[src/hdl/number_to_rect_rasterizer_macros.svh]
// ----------------------------------------------------------------------------
// Number to rectangle rasterizer: assertion macros
// Shared concurrent assertion forms used by the top level.
// ----------------------------------------------------------------------------
`ifndef NUMBER_TO_RECT_RASTERIZER_MACROS_SVH
`define NUMBER_TO_RECT_RASTERIZER_MACROS_SVH

// Same-cycle implication, disabled during reset
`define NRR_ASSERT_NOW(lbl, clk, rst, ante, cons, msg) \
   lbl: assert property (@(posedge clk) disable iff (rst) (ante) |-> (cons)) else $error(msg);

// Next-cycle implication, disabled during reset
`define NRR_ASSERT_NEXT(lbl, clk, rst, ante, cons, msg) \
   lbl: assert property (@(posedge clk) disable iff (rst) (ante) |=> (cons)) else $error(msg);

`endif

[src/hdl/nrr_pkg.sv]
// ----------------------------------------------------------------------------
// Number to rectangle rasterizer: package
// Types, widths, bar tables and scaling constants shared by all modules.
// ----------------------------------------------------------------------------
package nrr_pkg;

   localparam int DIM_W      = 13;
   localparam int NUMBER_W   = 31;
   localparam int POS_W      = 16;
   localparam int SIZE_W     = 15;
   localparam int COLOR_W    = 32;
   localparam int CURSOR_W   = 22;
   localparam int EDGE_W     = 24;
   localparam int NUM_W      = 38;
   localparam int REQ_DATA_W = 112;
   localparam int RSP_DATA_W = 88;
   localparam int CSR_ADDR_W = 3;

   localparam logic [DIM_W-1:0] DIM_MAX     = 13'd4096;
   localparam logic [DIM_W-1:0] WIDTH_RST   = 13'd1280;
   localparam logic [DIM_W-1:0] HEIGHT_RST  = 13'd720;
   localparam logic [14:0]      HALF_SCREEN = 15'd25600;

   // floor(x/100) = (x*RECIP100) >> 28 for x < 2^21
   localparam logic [21:0] RECIP100 = 22'd2684355;
   // floor(v/10) = (v*RECIP10) >> 35 for v < 2^32
   localparam logic [31:0] RECIP10  = 32'hCCCCCCCD;

   localparam int QUEUE_DEPTH = 4;
   localparam int QPTR_W      = 2;

   // CSR register indexes
   localparam logic REG_WIDTH  = 1'b0;
   localparam logic REG_HEIGHT = 1'b1;

   typedef struct packed {
      logic [3:0]          digit;
      logic [CURSOR_W-1:0] cursor;
      logic                last_digit;
      logic [POS_W-1:0]    pos_x;
      logic [POS_W-1:0]    pos_y;
      logic [SIZE_W-1:0]   size;
      logic [COLOR_W-1:0]  color;
   } digit_entry_type;

   typedef struct packed {
      logic [DIM_W-1:0] width;
      logic [DIM_W-1:0] height;
      logic [DIM_W-1:0] scale;
   } dims_type;

   // Edge coefficients per bar in half size units: x lo, x hi, y lo, y hi
   typedef logic signed [3:0] coef_type;
   typedef struct packed {
      coef_type xlo;
      coef_type xhi;
      coef_type ylo;
      coef_type yhi;
   } bar_coef_type;

   localparam bar_coef_type BAR_V_L = '{-4'sd3, -4'sd1, -4'sd5, 4'sd5};
   localparam bar_coef_type BAR_V_R = '{ 4'sd1,  4'sd3, -4'sd5, 4'sd5};
   localparam bar_coef_type BAR_T_N = '{-4'sd1,  4'sd1,  4'sd3, 4'sd5};
   localparam bar_coef_type BAR_B_N = '{-4'sd1,  4'sd1, -4'sd5, -4'sd3};
   localparam bar_coef_type BAR_T_W = '{-4'sd3,  4'sd3,  4'sd3, 4'sd5};
   localparam bar_coef_type BAR_B_W = '{-4'sd3,  4'sd3, -4'sd5, -4'sd3};
   localparam bar_coef_type BAR_M_W = '{-4'sd3,  4'sd3, -4'sd1, 4'sd1};
   localparam bar_coef_type BAR_RU  = '{ 4'sd1,  4'sd3, -4'sd1, 4'sd5};
   localparam bar_coef_type BAR_LD  = '{-4'sd3, -4'sd1, -4'sd5, 4'sd1};
   localparam bar_coef_type BAR_LU  = '{-4'sd3, -4'sd1, -4'sd1, 4'sd5};
   localparam bar_coef_type BAR_RD  = '{ 4'sd1,  4'sd3, -4'sd5, 4'sd1};

   localparam bar_coef_type BAR_TABLE [39] = '{
      BAR_V_L, BAR_V_R, BAR_T_N, BAR_B_N,
      BAR_V_R,
      BAR_T_W, BAR_B_W, BAR_M_W, BAR_RU, BAR_LD,
      BAR_V_R, BAR_T_W, BAR_B_W, BAR_M_W,
      BAR_V_R, BAR_LU, BAR_M_W,
      BAR_T_W, BAR_B_W, BAR_M_W, BAR_LU, BAR_RD,
      BAR_V_L, BAR_T_W, BAR_B_W, BAR_M_W, BAR_RD,
      BAR_V_R, BAR_T_W,
      BAR_V_L, BAR_V_R, BAR_T_N, BAR_B_N, BAR_M_W,
      BAR_V_R, BAR_T_W, BAR_B_W, BAR_M_W, BAR_LU
   };

   localparam logic [5:0] BAR_FIRST [10] = '{6'd0, 6'd4, 6'd5, 6'd10, 6'd14,
                                             6'd17, 6'd22, 6'd27, 6'd29, 6'd34};
   localparam logic [2:0] BAR_COUNT [10] = '{3'd4, 3'd1, 3'd5, 3'd4, 3'd3,
                                             3'd5, 3'd5, 3'd2, 3'd5, 3'd5};

endpackage

[src/hdl/nrr_queue.sv]
// ----------------------------------------------------------------------------
// Number to rectangle rasterizer: digit queue
// Small FIFO of digit entries between the front end and the back end.
// ----------------------------------------------------------------------------
module nrr_queue (
   input  logic                       clock,
   input  logic                       reset,
   input  logic                       push,
   input  nrr_pkg::digit_entry_type   push_data,
   output logic                       push_ready,
   input  logic                       pop,
   output nrr_pkg::digit_entry_type   pop_data,
   output logic                       pop_valid
);
   import nrr_pkg::*;

   digit_entry_type    slot_ff [QUEUE_DEPTH];
   logic [QPTR_W-1:0]  wr_ptr_ff, rd_ptr_ff;
   logic [QPTR_W:0]    count_ff;
   logic               do_push, do_pop;

   assign push_ready = (count_ff != QPTR_W'(0) + (QPTR_W+1)'(QUEUE_DEPTH));
   assign pop_valid  = (count_ff != '0);
   assign do_push    = push && push_ready;
   assign do_pop     = pop && pop_valid;
   assign pop_data   = slot_ff[rd_ptr_ff];

   // Pointers and fill count
   always_ff @(posedge clock) begin
      if (reset) begin
         wr_ptr_ff <= '0;
         rd_ptr_ff <= '0;
         count_ff  <= '0;
      end else begin
         if (do_push) wr_ptr_ff <= wr_ptr_ff + 1'b1;
         if (do_pop)  rd_ptr_ff <= rd_ptr_ff + 1'b1;
         if (do_push && !do_pop)      count_ff <= count_ff + 1'b1;
         else if (do_pop && !do_push) count_ff <= count_ff - 1'b1;
      end
   end

   // Storage
   always_ff @(posedge clock) begin
      if (do_push) slot_ff[wr_ptr_ff] <= push_data;
   end

endmodule

[config.mk]
export PLATFORM = sky130hd
export DESIGN_NAME = nrr_queue
export DESIGN_NICKNAME = d
export VERILOG_FILES = /design/src/hdl/number_to_rect_rasterizer_macros.svh /design/src/hdl/nrr_pkg.sv /design/src/hdl/nrr_queue.sv
export SDC_FILE = /design/constraint.sdc
export NUM_CORES = 1
export LEC_CHECK = 0
export BUFFER_PORTS_ARGS = -buffer_cell sky130_fd_sc_hd__clkbuf_2
export CAP_MARGIN = 20
export CORE_MARGIN = 2
export CORE_UTILIZATION = 57
export CTS_CLUSTER_SIZE = 10
export DETAILED_ROUTE_END_ITERATION = 16
export PLACE_DENSITY = 0.79
export SYNTH_ARGS = -nofsm -noshare
export SYNTH_HDL_FRONTEND = slang
export SYNTH_SLANG_ARGS = --single-unit
[constraint.sdc]
create_clock -name clock -period 5.2 [get_ports clock]
set_input_delay 0.52 -clock clock [delete_from_list [all_inputs] [get_ports clock]]
set_output_delay 0.52 -clock clock [all_outputs]
set_load 0.01 [all_outputs]
==> flow_summary_export.csv <==
group,metric,value,unit
floorplan,die_area,29000,sq um
timing,post-route-period-util,63.0,%
floorplan,die_h,170,microns
yosys,synth_top_area_share,80.8,%
yosys,synth_top_area_cell,"edfxtp_1",
pwr,internal_power,6.99,mW
clocking,cts-root-buf,"clkbuf_16",
clocking,cts_tree,"built",
setup_path,cp-end-kind,"primary output",
drt,totalWireLength,28200,microns
setup_path,path_cells,"buf_4 -> mux4_2 -> clkbuf_2",
setup_path,start_kind,"flop",
yosys,synth_area,15800,sq um
yosys,yosysSeqAreaShare,82.0,%
setup_path,crit_type,"reg -> out",
drt,routedWlPerCell,23.1,microns
yosys,synth.top_cells.by_count,"edfxtp_1 (424), mux4_2 (106), buf_2 (12)",
yosys,synth-edff-count,424,
clocking,ctsHoldBuffers,0,
floorplan,io_pins,218,
finish,post-route-util,68.8,%
timing,rsz0062_at_grt,"false",
pwr,p_seq_share,47.5,%
drt,drc,0,
drt,ant_nets,0,
yosys,synthTopCellsByArea,"edfxtp_1 (81%), mux4_2 (15%), dfxtp_1 (1.1%), buf_8 (0.48%), ha_1 (0.40%)",
yosys,ys_ff_latch,433,
setup_path,cp_num_buf_inv,2,
yosys,synth_area_per_cell,26.2,sq um
pwr,p_clk_share,31.5,%
drt,vias,7072,
clocking,htree_levels,2,
timing,worst_pin_slew,0.919,ns
yosys,async_flop_share,0,%
grt,grt_max_degree,46,
placement,portBuffers,217,
timing,hold_violations,0,
hold_path,min_path_cells,1,
clocking,clk_latency,0.54,ns
finish,filler_cell_count,1618,
finish,postLayoutCellArea,18600,sq um
pwr,power_density,504,nW/um^2
timing,setup_violations,0,
placement,placed_cell_area,17200,sq um
yosys,synth.most_common_cell,"edfxtp_1",
pwr,combPwrFrac,21.0,%
grt,grtUsageTotal,19.8,%
clocking,postCtsSetupBuffers,0,
yosys,yosysWarnings,0,
yosys,synth_cells,602,
grt,grt_overflow,0,
yosys,ys_types,23,
grt,grt_pass1_wl,42700,microns
timing,period_needed,3.28,ns
timing,worst_clock_skew,0.0120,ns
floorplan,row_count,60,
clocking,cts.clk_slew.worst_paths,0.06,ns
clocking,clock-sinks,433,
timing,setup_tns,0,ns
finish,multiInputGateArea,2670,sq um
placement,dp_hpwl,17000,microns
finish,final_nets,973,
clocking,cts_resized,0,
timing,timing.slew.headroom,38.7,%
finish,syn_to_final_growth,18.1,%
drt,via_per_inst,5.80,
setup_path,rr_worst_depth,4,
drt,first_iter_violations,650,
drt,drtPass1Iterations,5,
pwr,ir_worst_vdd,406,uV
setup_path,cp_num_cells,3,
yosys,synth_ff_type,"edfxtp_1",
timing,drv_slew,0,
clocking,cts_buffer_depth,3,
timing,max_freq,0.305,GHz
pwr,sw_frac_of_total,25.5,%
hold_path,hold_class,"in -> reg",
setup_path,crit_arrival,2.76,ns
finish,register_area,12900,sq um
setup_path,slowest_stage,"dfxtp_4",
grt,grt_pass1_vias,7635,
clocking,cts_buffers,49,
pwr,p_leak,6.29,nW
setup_path,cp_top_family,"flip-flops",
setup_path,cp.required,4.68,ns
setup_path,path_max_fanout,45,
floorplan,die_w,170,microns
status,status,"complete, no violations",
placement,place.gp.congestion,0.722,
flow_run,max_cap_viol_count,0,
floorplan,design.core.area,27000,sq um
setup_path,crit_path_max_incr_delay,0.92,ns
yosys,synthesis.nets,718,
floorplan,start_util,58.3,%
grt,antenna_found_initial,1,
finish,drive_above_1_share,45.1,%
pwr,p_switching,2.39,mW
## metrics by stage
| step | setup slack [ns] | hold slack [ns] | instances | total power, mW |
|---|---|---|---|---|
| 3_3_place_gp | 2.41 | 0.491 | 1146 | 6.46 |
| 5_1_grt | 1.67 | 0.173 | 1220 | 9.76 |
| 3_5_place_dp | 2.35 | 0.513 | 1147 | 6.53 |
| 4_1_cts | 1.77 | 0.173 | 1219 | 9.50 |
| 6_report | 1.92 | 0.189 | 1220 | 9.38 |
| 2_1_floorplan | 1.45 | 0.482 | 602 | 5.82 |
## per-layer routing
layer	share of wire, %	global-route usage [%]
met4	2.0	5.50
met2	51	33.1
met5	0	0
met1	39	25.8
met3	8.1	5.86
## cell type report
class,count,share of cell area (%)
timing repair buffer,229,6.50
multi-input combinational,141,14.3
clock inverter,2,0.0942
sequential,433,69.5
tap,341,2.29
inverter,3,0.0605
antenna,1,0.0135
clock buffer,70,7.24
## cells by family (layout without fill, tap and decap cells)
| family | count (synthesis) | count (layout) | share of synthesized area, % |
|---|---|---|---|
| buf+inv | 28 | 304 | 1.17 |
| other cells | 0 | 1 | 0 |
| flops | 433 | 433 | 82.0 |
| xor+xnor | 4 | 4 | 0.222 |
| fa+ha+maj | 6 | 6 | 0.524 |
| compound gates | 5 | 5 | 0.238 |
| simple gates | 17 | 17 | 0.532 |
| mux | 109 | 109 | 15.4 |
## state kept, by name, indices dropped and copies added, names as in the netlist, named ones only
register / flops
rd_ptr_ff: 2
slot_ff: 424
count_ff: 3
wr_ptr_ff: 2
## layout by cell type, fill, tap and decap left out
master       n
edfxtp_1   424
dfxtp_1      7
nand2_1      1
ha_1         5
inv_1        3
a21oi_1      1
or3_1        2
mux2i_1      2
nand2b_1     2
dfxtp_4      2
a21boi_2     1
clkbuf_1    19
mux4_2     106
o31ai_1      1
buf_16       1
and2_4       4
inv_6        2
clkbuf_2   217
fa_1         1
xor2_1       4
buf_4       10
mux2_2       1
clkbuf_16   51
o311ai_0     1
diode_2      1
buf_12       1
nor2_1       8
o21ai_0      1
## power groups by stage
stage | registers (mW) | logic, mW | clock network, mW
floorplan | 4.40 | 1.42 | 0
global placement | 4.52 | 1.94 | 0
detailed placement | 4.53 | 2.00 | 0
CTS | 4.46 | 2.02 | 3.02
global route | 4.49 | 2.12 | 3.15
finish | 4.45 | 1.97 | 2.96
## final timing paths
| path | end | startpoint | slack, ns |
|---|---|---|---|
| hold / removal | slot_ff[1][85] | push_data[85] | 0.19 |
| setup / recovery | pop_data[41] | flop | 1.92 |
| hold reg to reg | wr_ptr_ff[1] | wr_ptr_ff[1] | 0.54 |
| setup reg to reg | slot_ff[1][92] | count_ff[0] | 2.70 |
Power figures use the tool's default switching activity.
